## src/ps2mct_pkg.sv

```systemverilog
// Package with the payload types, codes and constants of the PS/2 mouse cursor tracker.
package ps2mct_pkg;

	// Operation codes of an input item.
	localparam logic OP_MOUSE_BYTE = 1'b0;
	localparam logic OP_SET_POS    = 1'b1;

	// Configuration register indexes.
	localparam logic [7:0] REG_SCREEN_WIDTH   = 8'd0;
	localparam logic [7:0] REG_SCREEN_HEIGHT  = 8'd1;
	localparam logic [7:0] REG_MAX_STEP       = 8'd2;
	localparam logic [7:0] REG_CURSOR_VISIBLE = 8'd3;

	// Configuration reset values.
	localparam logic [7:0] SCREEN_WIDTH_RST  = 8'd80;
	localparam logic [7:0] SCREEN_HEIGHT_RST = 8'd25;
	localparam logic [6:0] MAX_STEP_RST      = 7'd3;

	// Motion scaling: mouse counts per cursor cell on each axis.
	localparam int X_DIVISOR = 6;
	localparam int Y_DIVISOR = 10;

	// Remainder saturation bound.
	localparam logic signed [16:0] REM_LIMIT = 17'sd32767;

	// Header byte bits.
	localparam int HDR_SYNC_BIT = 3;

	typedef struct packed {
		logic       operation;
		logic [7:0] data_byte;
		logic [7:0] set_x;
		logic [7:0] set_y;
	} in_item_t;

	typedef struct packed {
		logic [7:0] pos_x;
		logic [7:0] pos_y;
		logic [2:0] buttons;
		logic       visible;
		logic       packet_done;
		logic       packet_rejected;
	} out_item_t;

endpackage

```

## src/ps2mct_axis.sv

```systemverilog
// Motion unit for one cursor axis: remainder update, constant division, step clamp and move.
module ps2mct_axis #(
	parameter int DIVISOR = 6
) (
	input  logic signed [15:0] rem,
	input  logic signed [8:0]  delta,
	input  logic [6:0]         max_step,
	input  logic [7:0]         pos,
	input  logic [7:0]         size,
	output logic signed [15:0] rem_next,
	output logic [7:0]         pos_next
);
	import ps2mct_pkg::*;

	// Reciprocal multiply that is exact for any 15-bit magnitude.
	localparam int SHIFT = 15 + $clog2(DIVISOR);
	localparam longint RECIP = ((longint'(1) << SHIFT) + DIVISOR - 1) / DIVISOR;
	localparam int RW = $clog2(RECIP + 1);
	localparam int PW = 15 + RW;
	localparam int QW = PW - SHIFT;

	logic signed [16:0] sum;
	logic signed [15:0] sat;
	logic               neg;
	logic [15:0]        mag16;
	logic [14:0]        mag;
	logic [PW-1:0]      prod;
	logic [QW-1:0]      quot;
	logic [QW+6:0]      quot_ext;
	logic [QW+6:0]      max_ext;
	logic [6:0]         step;
	logic [15:0]        back;
	logic [9:0]         moved;
	logic [7:0]         top;

	always_comb begin
		sum = {rem[15], rem} + {{8{delta[8]}}, delta};
		if (sum > REM_LIMIT) begin
			sat = REM_LIMIT[15:0];
		end else if (sum < -REM_LIMIT) begin
			sat = 16'(-REM_LIMIT);
		end else begin
			sat = sum[15:0];
		end

		// Truncation toward zero: divide the magnitude, then restore the sign.
		neg   = sat[15];
		mag16 = neg ? (16'd0 - sat) : sat;
		mag   = mag16[14:0];
		prod  = PW'(mag) * PW'(RECIP);
		quot  = prod[PW-1:SHIFT];

		quot_ext = (QW+7)'(quot);
		max_ext  = (QW+7)'(max_step);
		step     = (quot_ext > max_ext) ? max_step : 7'(quot_ext);

		back     = 16'(int'(step) * DIVISOR);
		rem_next = neg ? (sat + back) : (sat - back);

		moved = neg ? ({2'b00, pos} - {3'b000, step}) : ({2'b00, pos} + {3'b000, step});
		top   = (size == 8'd0) ? 8'd0 : (size - 8'd1);
		if (moved[9]) begin
			pos_next = 8'd0;
		end else if (moved[8:0] > {1'b0, top}) begin
			pos_next = top;
		end else begin
			pos_next = moved[7:0];
		end
	end

endmodule

```

## src/ps2_mouse_cursor_tracker.sv

```systemverilog
// Top level of the PS/2 mouse cursor tracker: packet collection, cursor state and result register.
//
// The block takes raw PS/2 mouse bytes (or set-position commands) one transfer at a time
// and returns exactly one result per input transfer: the cursor column and row after that
// item, the button bits of the last accepted packet, the cursor visible flag and two packet
// flags. Every third mouse byte completes a packet; a packet whose header lacks the
// always-one bit 3 is reported as rejected and changes nothing. An accepted packet adds its
// X delta and the negated Y delta to saturating 16-bit remainders, divides them by 6 and 10
// respectively, limits the step to max_step and moves the cursor inside the screen. A
// set-position command loads the cursor unclamped and clears the remainders, leaving a
// packet in progress untouched. Each item waits in the input stage, where the whole update
// is done, until the result register is free, and then sits in the result register until
// taken; one item is accepted per cycle when the result side keeps up, and each result
// passes the input stage and then the result register. The configuration port is always
// ready; registers are to be written only while no result is outstanding, and writes to
// indexes above 3 are ignored.
module ps2_mouse_cursor_tracker (
	input  logic                   clk,
	input  logic                   arst_n,
	input  logic                   in_valid,
	output logic                   in_ready,
	input  ps2mct_pkg::in_item_t   in_data,
	output logic                   out_valid,
	input  logic                   out_ready,
	output ps2mct_pkg::out_item_t  out_data,
	input  logic                   cfg_valid,
	output logic                   cfg_ready,
	input  logic [7:0]             cfg_index,
	input  logic [7:0]             cfg_data
);
	import ps2mct_pkg::*;

	// Configuration registers.
	logic [7:0] scr_w_q;
	logic [7:0] scr_h_q;
	logic [6:0] max_step_q;
	logic       visible_q;

	// Tracker state.
	logic [1:0]        byte_idx_q;
	logic [7:0]        header_q;
	logic [7:0]        x_byte_q;
	logic signed [15:0] rem_x_q;
	logic signed [15:0] rem_y_q;
	logic [7:0]        cur_x_q;
	logic [7:0]        cur_y_q;
	logic [2:0]        buttons_q;

	// Input stage and result register.
	in_item_t  item_s1;
	logic      valid_s1;
	out_item_t out_q;
	logic      out_valid_q;

	logic advance;

	// Next state.
	logic [1:0]         byte_idx_n;
	logic [7:0]         header_n;
	logic [7:0]         x_byte_n;
	logic signed [15:0] rem_x_n;
	logic signed [15:0] rem_y_n;
	logic [7:0]         cur_x_n;
	logic [7:0]         cur_y_n;
	logic [2:0]         buttons_n;
	logic               done;
	logic               rejected;

	// Axis unit connections.
	logic signed [8:0]  dx;
	logic signed [8:0]  dy;
	logic signed [15:0] ax_rem_x;
	logic signed [15:0] ax_rem_y;
	logic [7:0]         ax_pos_x;
	logic [7:0]         ax_pos_y;

	// The item in the input stage is finished when the result register is free or drains now.
	assign advance   = valid_s1 && (!out_valid_q || out_ready);
	assign in_ready  = !valid_s1 || advance;
	assign cfg_ready = 1'b1;
	assign out_valid = out_valid_q;
	assign out_data  = out_q;

	always_ff @(posedge clk or negedge arst_n) begin
		if (!arst_n) begin
			scr_w_q    <= SCREEN_WIDTH_RST;
			scr_h_q    <= SCREEN_HEIGHT_RST;
			max_step_q <= MAX_STEP_RST;
			visible_q  <= 1'b0;
		end else if (cfg_valid && cfg_ready) begin
			unique case (cfg_index)
				REG_SCREEN_WIDTH:   scr_w_q    <= cfg_data;
				REG_SCREEN_HEIGHT:  scr_h_q    <= cfg_data;
				REG_MAX_STEP:       max_step_q <= cfg_data[6:0];
				REG_CURSOR_VISIBLE: visible_q  <= cfg_data[0];
				default: ;
			endcase
		end
	end

	// The X delta comes from the stored second byte; Y is negated since rows grow downward.
	assign dx = $signed({x_byte_q[7], x_byte_q});
	assign dy = -$signed({item_s1.data_byte[7], item_s1.data_byte});

	ps2mct_axis #(
		.DIVISOR (X_DIVISOR)
	) u_axis_x (
		.rem      (rem_x_q),
		.delta    (dx),
		.max_step (max_step_q),
		.pos      (cur_x_q),
		.size     (scr_w_q),
		.rem_next (ax_rem_x),
		.pos_next (ax_pos_x)
	);

	ps2mct_axis #(
		.DIVISOR (Y_DIVISOR)
	) u_axis_y (
		.rem      (rem_y_q),
		.delta    (dy),
		.max_step (max_step_q),
		.pos      (cur_y_q),
		.size     (scr_h_q),
		.rem_next (ax_rem_y),
		.pos_next (ax_pos_y)
	);

	always_comb begin
		byte_idx_n = byte_idx_q;
		header_n   = header_q;
		x_byte_n   = x_byte_q;
		rem_x_n    = rem_x_q;
		rem_y_n    = rem_y_q;
		cur_x_n    = cur_x_q;
		cur_y_n    = cur_y_q;
		buttons_n  = buttons_q;
		done       = 1'b0;
		rejected   = 1'b0;
		if (item_s1.operation == OP_SET_POS) begin
			cur_x_n = item_s1.set_x;
			cur_y_n = item_s1.set_y;
			rem_x_n = '0;
			rem_y_n = '0;
		end else begin
			case (byte_idx_q)
				2'd0: begin
					header_n   = item_s1.data_byte;
					byte_idx_n = 2'd1;
				end
				2'd1: begin
					x_byte_n   = item_s1.data_byte;
					byte_idx_n = 2'd2;
				end
				default: begin
					// Final byte of the packet; the unused index 3 ends a packet too.
					byte_idx_n = 2'd0;
					done       = 1'b1;
					if (!header_q[HDR_SYNC_BIT]) begin
						rejected = 1'b1;
					end else begin
						rem_x_n   = ax_rem_x;
						rem_y_n   = ax_rem_y;
						cur_x_n   = ax_pos_x;
						cur_y_n   = ax_pos_y;
						buttons_n = header_q[2:0];
					end
				end
			endcase
		end
	end

	always_ff @(posedge clk or negedge arst_n) begin
		if (!arst_n) begin
			byte_idx_q <= '0;
			header_q   <= '0;
			x_byte_q   <= '0;
			rem_x_q    <= '0;
			rem_y_q    <= '0;
			cur_x_q    <= '0;
			cur_y_q    <= '0;
			buttons_q  <= '0;
		end else if (advance) begin
			byte_idx_q <= byte_idx_n;
			header_q   <= header_n;
			x_byte_q   <= x_byte_n;
			rem_x_q    <= rem_x_n;
			rem_y_q    <= rem_y_n;
			cur_x_q    <= cur_x_n;
			cur_y_q    <= cur_y_n;
			buttons_q  <= buttons_n;
		end
	end

	// Input stage: holds one accepted item until its update is done.
	always_ff @(posedge clk or negedge arst_n) begin
		if (!arst_n) begin
			valid_s1 <= 1'b0;
		end else if (in_valid && in_ready) begin
			valid_s1 <= 1'b1;
		end else if (advance) begin
			valid_s1 <= 1'b0;
		end
	end

	always_ff @(posedge clk) begin
		if (in_valid && in_ready) begin
			item_s1 <= in_data;
		end
	end

	// Result register.
	always_ff @(posedge clk or negedge arst_n) begin
		if (!arst_n) begin
			out_valid_q <= 1'b0;
		end else if (advance) begin
			out_valid_q <= 1'b1;
		end else if (out_ready) begin
			out_valid_q <= 1'b0;
		end
	end

	always_ff @(posedge clk) begin
		if (advance) begin
			out_q.pos_x           <= cur_x_n;
			out_q.pos_y           <= cur_y_n;
			out_q.buttons         <= buttons_n;
			out_q.visible         <= visible_q;
			out_q.packet_done     <= done;
			out_q.packet_rejected <= rejected;
		end
	end

`ifndef SYNTHESIS
	// The remainders saturate symmetrically, so the most negative code never appears.
	assert property (@(posedge clk) disable iff (!arst_n) rem_x_q != 16'sh8000)
		else $error("X remainder left its saturation range");
	assert property (@(posedge clk) disable iff (!arst_n) rem_y_q != 16'sh8000)
		else $error("Y remainder left its saturation range");
	// The packet byte counter only counts 0, 1, 2.
	assert property (@(posedge clk) disable iff (!arst_n) byte_idx_q != 2'd3)
		else $error("Packet byte counter reached an unused value");
	// A rejected packet is always a completed packet.
	assert property (@(posedge clk) disable iff (!arst_n)
		out_valid_q && out_q.packet_rejected |-> out_q.packet_done)
		else $error("Rejected flag without packet completion");
	// A stalled input stage must drain as soon as the result register frees up.
	assert property (@(posedge clk) disable iff (!arst_n)
		valid_s1 && !out_valid_q |=> !valid_s1 || out_valid_q)
		else $error("Input stage did not advance into a free result register");
`endif

endmodule
```

## config.mk

```make
export PLATFORM = sky130hd
export DESIGN_NAME = ps2_mouse_cursor_tracker
export DESIGN_NICKNAME = d
export VERILOG_FILES = /design/src/ps2mct_pkg.sv /design/src/ps2mct_axis.sv /design/src/ps2_mouse_cursor_tracker.sv
export SDC_FILE = /design/constraint.sdc
export NUM_CORES = 1
export LEC_CHECK = 0
export BUFFER_PORTS_ARGS = -buffer_cell sky130_fd_sc_hd__buf_2
export CAP_MARGIN = 20
export CORE_MARGIN = 1.5
export CORE_UTILIZATION = 40
export CTS_CLUSTER_DIAMETER = 30
export DETAILED_ROUTE_END_ITERATION = 10
export SYNTH_ARGS = -nofsm -noshare
export SYNTH_HDL_FRONTEND = slang
export SYNTH_HIERARCHICAL = 1
export SYNTH_SLANG_ARGS = --single-unit
```

## constraint.sdc

```tcl
create_clock -name clk -period 38.7 [get_ports clk]
set_input_delay 5.805 -clock clk [delete_from_list [all_inputs] [get_ports clk]]
set_output_delay 5.805 -clock clk [all_outputs]
set_load 0.03 [all_outputs]
```

## Word-level counts from Yosys, hierarchy flattened

Cells that the tools add are included.

- Bits in registers: 138
- Input port bits: 46
- Word-level logic and storage cells: 120

- $add $sub $neg: 15
- Multipliers: 4
- Magnitude comparators: 8
- Equality and inequality tests: 5
- Multiplexer cells: 40
- Bitwise logic cells: 1
- Reductions and logical operators: 23

Operators with widths:

| kind | number |
|---|---|
| $mux 16 | 12 |
| $mux 8 | 12 |
| $mul 15x16->31 const B | 2 |
| $gt 17x16->1 const B | 2 |
| $lt 17x16->1 const B | 2 |
| $mux 15 | 2 |
| $sub 1x15->15 const A | 2 |
| $logic_not 8->1 | 3 |
| $mux 10 | 2 |
| $add 8x7->9 | 2 |
| $gt 9x8->1 | 2 |
| $sub 8x7->9 | 2 |
| $add 16x8->17 | 1 |
| $add 16x9->17 | 1 |
| $add 16x10->16 | 1 |
| $add 16x11->16 | 1 |
| $eq 8x2->1 const B | 2 |
| $sub 16x10->16 | 1 |
| $sub 16x11->16 | 1 |
| $sub 8x1->8 const B | 2 |
| $mux 7 | 2 |
| $gt 13x7->1 | 1 |
| $gt 12x7->1 | 1 |
| $mul 7x3->10 const B | 1 |
| other kinds (18) | 36 |

## Logic depth before layout (Yosys ltp)

- Depth after elaboration: 18
- Gate-level depth with buffers: 81
- Depth with buffers taken out: 75

## Cells and area by module

The synthesis kept the hierarchy.

Modules (own cells, without submodules):

| module | times used | cells each | area an instance (um2) | seq. area each (um2) |
|---|---|---|---|---|
| ps2mct_axis at u_axis_x | 1 | 1047 | 8119.0 | 0.0 |
| ps2mct_axis at u_axis_y | 1 | 1036 | 8081.5 | 0.0 |
| ps2_mouse_cursor_tracker | 1 | 411 | 5848.1 | 3697.3 |

## Worst setup path before layout

Ideal clock, no wire load.

- Path type: reg2reg
- Start point: register item_s1[20] (netlist bit)
- End point: register rem_y_q[15]
- Setup time: 0.121 ns
- Arrival: 15.427 ns
- Data required time: 38.579 ns
- Slack: 23.152 ns
- Cell stages (with the launch flop): 73
- Path through: edfxtp_1 > or4_1 > nor4_1 > xnor2_1 > ha_1 > clkbuf_1 > a31o_2 > nor2_1 > o2111a_1 > o311a_1 > and4_1 > buf_4 > or3_1 > ha_1 > clkbuf_1 > inv_1 > nand3_1 > a2111oi_0 > [37 not listed] > ha_1 > fa_1 > a21o_1 > a21o_1 > xor2_1 > nor3b_1 > nand3_1 > mux2i_1 > nor3_1 > a211oi_2 > ha_1 > a21oi_1 > o21bai_1 > a21oi_1 > o21bai_1 > a21oi_1 > xnor2_1 > a22o_1

- Word-level cells in the longest chain between the ends: 16
- Elaborated cells between the ends (all ways): 18
- Those cells by class: add/sub: 5; mul: 2; order compare: 3; mux: 8

RTL lines:

| element | RTL line | source |
|---|---|---|
| start, declared | ps2_mouse_cursor_tracker.sv:50 | `in_item_t item_s1;` |
| start signal, assigned | ps2_mouse_cursor_tracker.sv:208 | `item_s1 <= in_data;` |
| $neg 8->9 (*) | ps2_mouse_cursor_tracker.sv:103 | `assign dy = -$signed({item_s1.data_byte[7], item_s1.data_byte});` |
| via dy[7] | ps2_mouse_cursor_tracker.sv:71 | `logic signed [8:0] dy;` |
| $add 16x9->17 (*) | ps2mct_axis.sv:37 | `sum = {rem[15], rem} + {{8{delta[8]}}, delta};` |
| $lt 17x16->1 | ps2mct_axis.sv:40 | `end else if (sum < -REM_LIMIT) begin` |
| $mux 16 | ps2mct_axis.sv:40 |  |
| $mux 16 (*) | ps2mct_axis.sv:38 | `if (sum > REM_LIMIT) begin` |
| $sub 1x15->15 | ps2mct_axis.sv:48 | `mag16 = neg ? (16'd0 - sat) : sat;` |
| $mux 15 | ps2mct_axis.sv:48 |  |
| [2 not listed] | - |  |
| $mux 7 | ps2mct_axis.sv:55 | `step = (quot_ext > max_ext) ? max_step : 7'(quot_ext);` |
| $mul 7x3->10 | ps2mct_axis.sv:57 | `back = 16'(int'(step) * DIVISOR);` |
| $sub 16x11->16 or $add 16x11->16 (tied branches) | ps2mct_axis.sv:58 | `rem_next = neg ? (sat + back) : (sat - back);` |
| $mux 16 (*) | ps2mct_axis.sv:58 |  |
| via ax_rem_y[15] | ps2_mouse_cursor_tracker.sv:73 | `logic signed [15:0] ax_rem_y;` |
| $mux 16 (*) | ps2_mouse_cursor_tracker.sv:159 | `if (!header_q[HDR_SYNC_BIT]) begin` |
| $mux 16 (*) | ps2_mouse_cursor_tracker.sv:146 | `case (byte_idx_q)` |
| $mux 16 (*) | ps2_mouse_cursor_tracker.sv:140 | `if (item_s1.operation == OP_SET_POS) begin` |
| end signal, assigned | ps2_mouse_cursor_tracker.sv:188 | `rem_y_q <= rem_y_n;` |
| end, declared | ps2_mouse_cursor_tracker.sv:44 | `logic signed [15:0] rem_y_q;` |

Mark *: on every way through the listed nets, which the timed path passes. The rest lies on a longest branch. The select of a mux whose other input is x is not followed.
A chain may end at the register's enable or synchronous reset.

## Final worst setup path

- Start point: register item_s1[16] (netlist bit)
- End point: register cur_y_q[0]

- Word-level cells in the longest chain between the ends: 18
- Elaborated cells between the ends (all ways): 20
- Those cells by class: add/sub: 5; mul: 1; order compare: 4; mux: 10

RTL lines:

| element | RTL line | source |
|---|---|---|
| $neg 8->9 (*) | ps2_mouse_cursor_tracker.sv:103 |  |
| via dy[8] | ps2_mouse_cursor_tracker.sv:71 |  |
| $add 16x9->17 (*) | ps2mct_axis.sv:37 |  |
| $lt 17x16->1 | ps2mct_axis.sv:40 |  |
| $mux 16 | ps2mct_axis.sv:40 |  |
| $mux 16 (*) | ps2mct_axis.sv:38 |  |
| $sub 1x15->15 | ps2mct_axis.sv:48 |  |
| $mux 15 | ps2mct_axis.sv:48 |  |
| [4 not listed] | - |  |
| $mux 10 (*) | ps2mct_axis.sv:60 | `moved = neg ? ({2'b00, pos} - {3'b000, step}) : ({2'b00, pos} + {3'b000, step});` |
| $gt 9x8->1 | ps2mct_axis.sv:64 | `end else if (moved[8:0] > {1'b0, top}) begin` |
| $mux 8 | ps2mct_axis.sv:64 |  |
| $mux 8 (*) | ps2mct_axis.sv:62 | `if (moved[9]) begin` |
| via ax_pos_y[0] | ps2_mouse_cursor_tracker.sv:75 | `logic [7:0] ax_pos_y;` |
| $mux 8 (*) | ps2_mouse_cursor_tracker.sv:159 |  |
| $mux 8 (*) | ps2_mouse_cursor_tracker.sv:146 |  |
| $mux 8 (*) | ps2_mouse_cursor_tracker.sv:140 |  |
| end signal, assigned | ps2_mouse_cursor_tracker.sv:190 | `cur_y_q <= cur_y_n;` |
| end, declared | ps2_mouse_cursor_tracker.sv:46 | `logic [7:0] cur_y_q;` |

Mark *: on every way through the listed nets, which the timed path passes. The rest lies on a longest branch.

==> run summary <==
At the pin with the least slew margin, the transition time is 1049 ps. Counting stages on the worst path, the most repeated cell is a21oi_1. For this run, the post-layout net count is 3047. The first-pass iteration count of the detailed router came out at 7. The count of nets left with antenna violations once routing finished came out at 0.

The synthesized netlist occupies a cell area of 22050 sq um. The largest single stage delay on the critical path is 790 ps. The count of routing violations after the opening detailed-route iteration is 1100. The floorplan core area is 54130 sq um, and the post-CTS resize count is 0.

The first-pass GRT wire length was 97.17 mm; the fraction of post-synthesis cell area in the top cell type by area was 20.32%. The synthesized netlist cell count is 2494, and the share of async-settable or async-resettable flops after synthesis is 65.94%. The count of clock tree sinks is 138, and the synthesized flop and latch total is 138.

The master of the slowest instance on the critical path was a311oi_2. Area share of fa/ha/maj cells after synthesis: 32.57%. The share of the Yosys chip area taken by registers is 16.77%.

Using the TritonRoute via totals, the vias-per-cell ratio works out to 5.681. On the final layout, the worst clock skew is 10.68 ps. The run gives 16840 sq um as the multi-input gate area in the final layout. Measured against the total synthesized area, the mux share comes to 3.473%. STA classifies the critical path startpoint as a register. Of the available clock period, the critical path in the final layout requires 48.10%. The tools report the buffer count from post-CTS setup fixing as 0.

For this run, design rule violations remaining after detail routing come to 0. Data arrives at the worst endpoint at 19000 ps. The maximum fanout encountered on the critical timing path came out at 37. By area the synthesized netlist is led by ha_1 20%, fa_1 12%, dfrtp_1 9.5%, edfxtp_1 6.4%, inv_1 5.2%. Placed wire-length estimate after detailed placement: 49.41 mm. Summing the areas of all compound-gate instances in the mapped netlist gives 20.01% of the synthesized area.

The run gives 18300 as the via total after detailed routing. The boundary pin count is 71, and the post-synthesis to final-layout area growth is 7.241%. The net count of the mapped netlist came out at 3029.

Number of hold violations in the final report: 0. After synthesis, the largest family of logic cells by area is adder cells. Buffers inserted during clock tree synthesis total 17.

The clock-pin slew on the worst setup and hold paths came out at 70 ps. Routability-driven placement finished with a final weighted congestion of 0.9075. The run gives 71 as the largest net degree at the start of global routing. Counting the fill cells in the layout gives 5338. Number of global-route vias before repair: 18040. The run gives 6 as the total number of yosys warnings.

Global routing used 21.29% of the available tracks across all layers. The number of enable flip-flop cells after synthesis works out to 47. Across all register-to-register paths, the minimum setup slack is 20080 ps. The initial utilization of the core area, before any placement, comes to 40.73%.

For the placement row count, the log shows 85. For this run the aggregate overflow at the end of global routing stands at 0. TritonCTS built the clock tree. The tools report the type of destination of the critical path as a register. The H-tree was split into 4 levels.

The height of the die works out to 237.8 um. Counting instances in the post-synthesis netlist gives the leading cell types as 358 x ha_1, 303 x inv_1, 186 x a21oi_1. Among all flip-flop cells after synthesis, the most frequent one is dfrtp_1. After Yosys synthesis, XOR and XNOR cells account for 5.720% of the synthesized area. The repair_antennas step left the layout with diodes totalling 0. Setup violations remaining at the end of the flow were counted as 0. The flow ran to the end, and the final reports show no timing, DRC or antenna violations. The clock period could shrink to 18620 ps. In this run the tightest slew margin relative to its limit is 29.56%. Among all cell types in the netlist, the one instantiated most often is ha_1. The setup TNS came out at 0 ps. Across the whole layout, storage elements account for 3697 sq um. ha_1 takes more of the synthesized area than any other cell. The run gives 56540 sq um as the die outline area.

The post-route netlist has 9.861% of its cells at a drive strength greater than 1. The path class of the tightest hold or removal check is reg2reg. The cell at the root of the clock tree is clkbuf_16. For the clock latency reported for the late side of the worst-skew pair, the log shows 450 ps. A synthesized cell averages 8.841 sq um.

For the number of antenna violations at the first check in global routing, the log shows 0. The critical path is of the reg2reg type. The clock passes through at most 2 buffers. The run gives 0 as the max-slew violation count.

Setup repair after global routing left no endpoint under its margin. Counting distinct cell types in the post-synthesis netlist gives 105. After detailed routing, the total wire length is 59.46 mm. The logs give 0 for the count of hold buffers inserted by post-cts repair and 39080 ps for the required arrival time at the worst endpoint.

After Yosys synthesis, and, or, nand and nor cells account for 14.48% of the synthesized area. The maximum clock frequency was 0.05372 GHz; the per-cell routed wire length was 18.46 um. Max-cap violations in this run came to 0. Die extent in x: 237.8 um. During placement, the flow inserted port buffers numbering 69.
## worst max-delay path: cells and delay by family (launching register included)
kind                     cells  cell delay [ps]
multiplexers                 2              810
buffers and inverters        8              900
adder cells (fa/ha/maj)     14             5170
AND/OR/NAND/NOR             15             2820
flip-flops                   1              600
AO/OA/AOI/OAI               32             7860
XOR/XNOR                     2              350
## final timing paths
path | start | end | cells after the start
worst max register to register | item_s1[16] | cur_y_q[0] | 73
worst min register to register | visible_q | out_data[2] | 0
min in group asynchronous | arst_n | x_byte_q[6] | 1
worst max-delay path | item_s1[16] | cur_y_q[0] | 73
max in group asynchronous | arst_n | rem_y_q[4] | 2
worst min-delay path | visible_q | out_data[2] | 0
## routing by layer
metal / vias to the layer above / wire length, um / GRT usage [%]
li1: 8901 / - / -
met1: 8940 / 27590 / 29.11
met2: 392 / 28830 / 36.46
met3: 67 / 2119 / 2.090
met4: 0 / 922 / 4.266
met5: - / 0 / 0
## state kept, by name (all words and copies together), names as in the netlist
name and flops:
out_valid 1, x_byte_q 8, buttons_q 3, rem_y_q 16, item_s1 25, byte_idx_q 2
max_step_q 7, header_q 4, scr_w_q 8, cur_y_q 8, cur_x_q 8, valid_s1 1
scr_h_q 8, visible_q 1, out_data 22, rem_x_q 16
## cell usage in the layout (no fill, tap or decap), drive strengths merged, types with 16 or more instances in the layout
master  netlist  routed
a21o         71      71
clkbuf       46      17
xnor2        89      89
o21a         25      25
edfxtp       47      47
a211oi       18      18
o32ai        16      16
nor2b        23      23
ha          358     358
nor2        140     140
o21bai       23      23
nor3         39      39
a221o        18      18
or2          32      32
buf          39      84
a22o         32      32
and2         28      28
nand4b       18      18
mux2i        21      21
a21bo        17      17
nand2b       33      33
o21ai        98      98
or3          16      16
fa          131     131
a21oi       188     188
nand4        19      19
inv         306     316
dfrtp        84      84
nand2       156     156
a31oi        20      20
xor2         55      55
mux2         46      46
nand3        52      52
## final cells by class
class | instances | share of cell area (%)
clock buffers | 17 | 1.799
clock inverters | 15 | 0.8308
inverters | 306 | 4.858
multi-input cells | 1965 | 71.22
flip-flops and latches | 138 | 15.64
well taps | 696 | 3.683
repair buffers | 84 | 1.968
## through the flow
stage,utilization (%),instance area [sq um],worst slack [ps],cells,hold slack [ps]
after floorplan,-,22050,23150,2494,419.4
after global placement,42.49,23000,20430,3187,435.8
final,43.68,23650,20080,3221,449.0
after global routing,43.68,23650,18660,3221,464.6
after detailed placement,42.53,23020,20250,3189,431.9
after CTS,43.68,23640,20180,3221,447.8
## kinds of logic (layout without fill, tap and decap cells)
group	after synthesis	in the layout
other cells	1	1
xor+xnor	144	144
simple gates	617	617
mux	67	67
buf+inv	391	422
fa+ha+maj	497	497
flops	138	138
compound gates	639	639
Power is left out: the tool's default activity adds up to more than one toggle a clock period on the data nets, which glitch-free logic cannot reach.
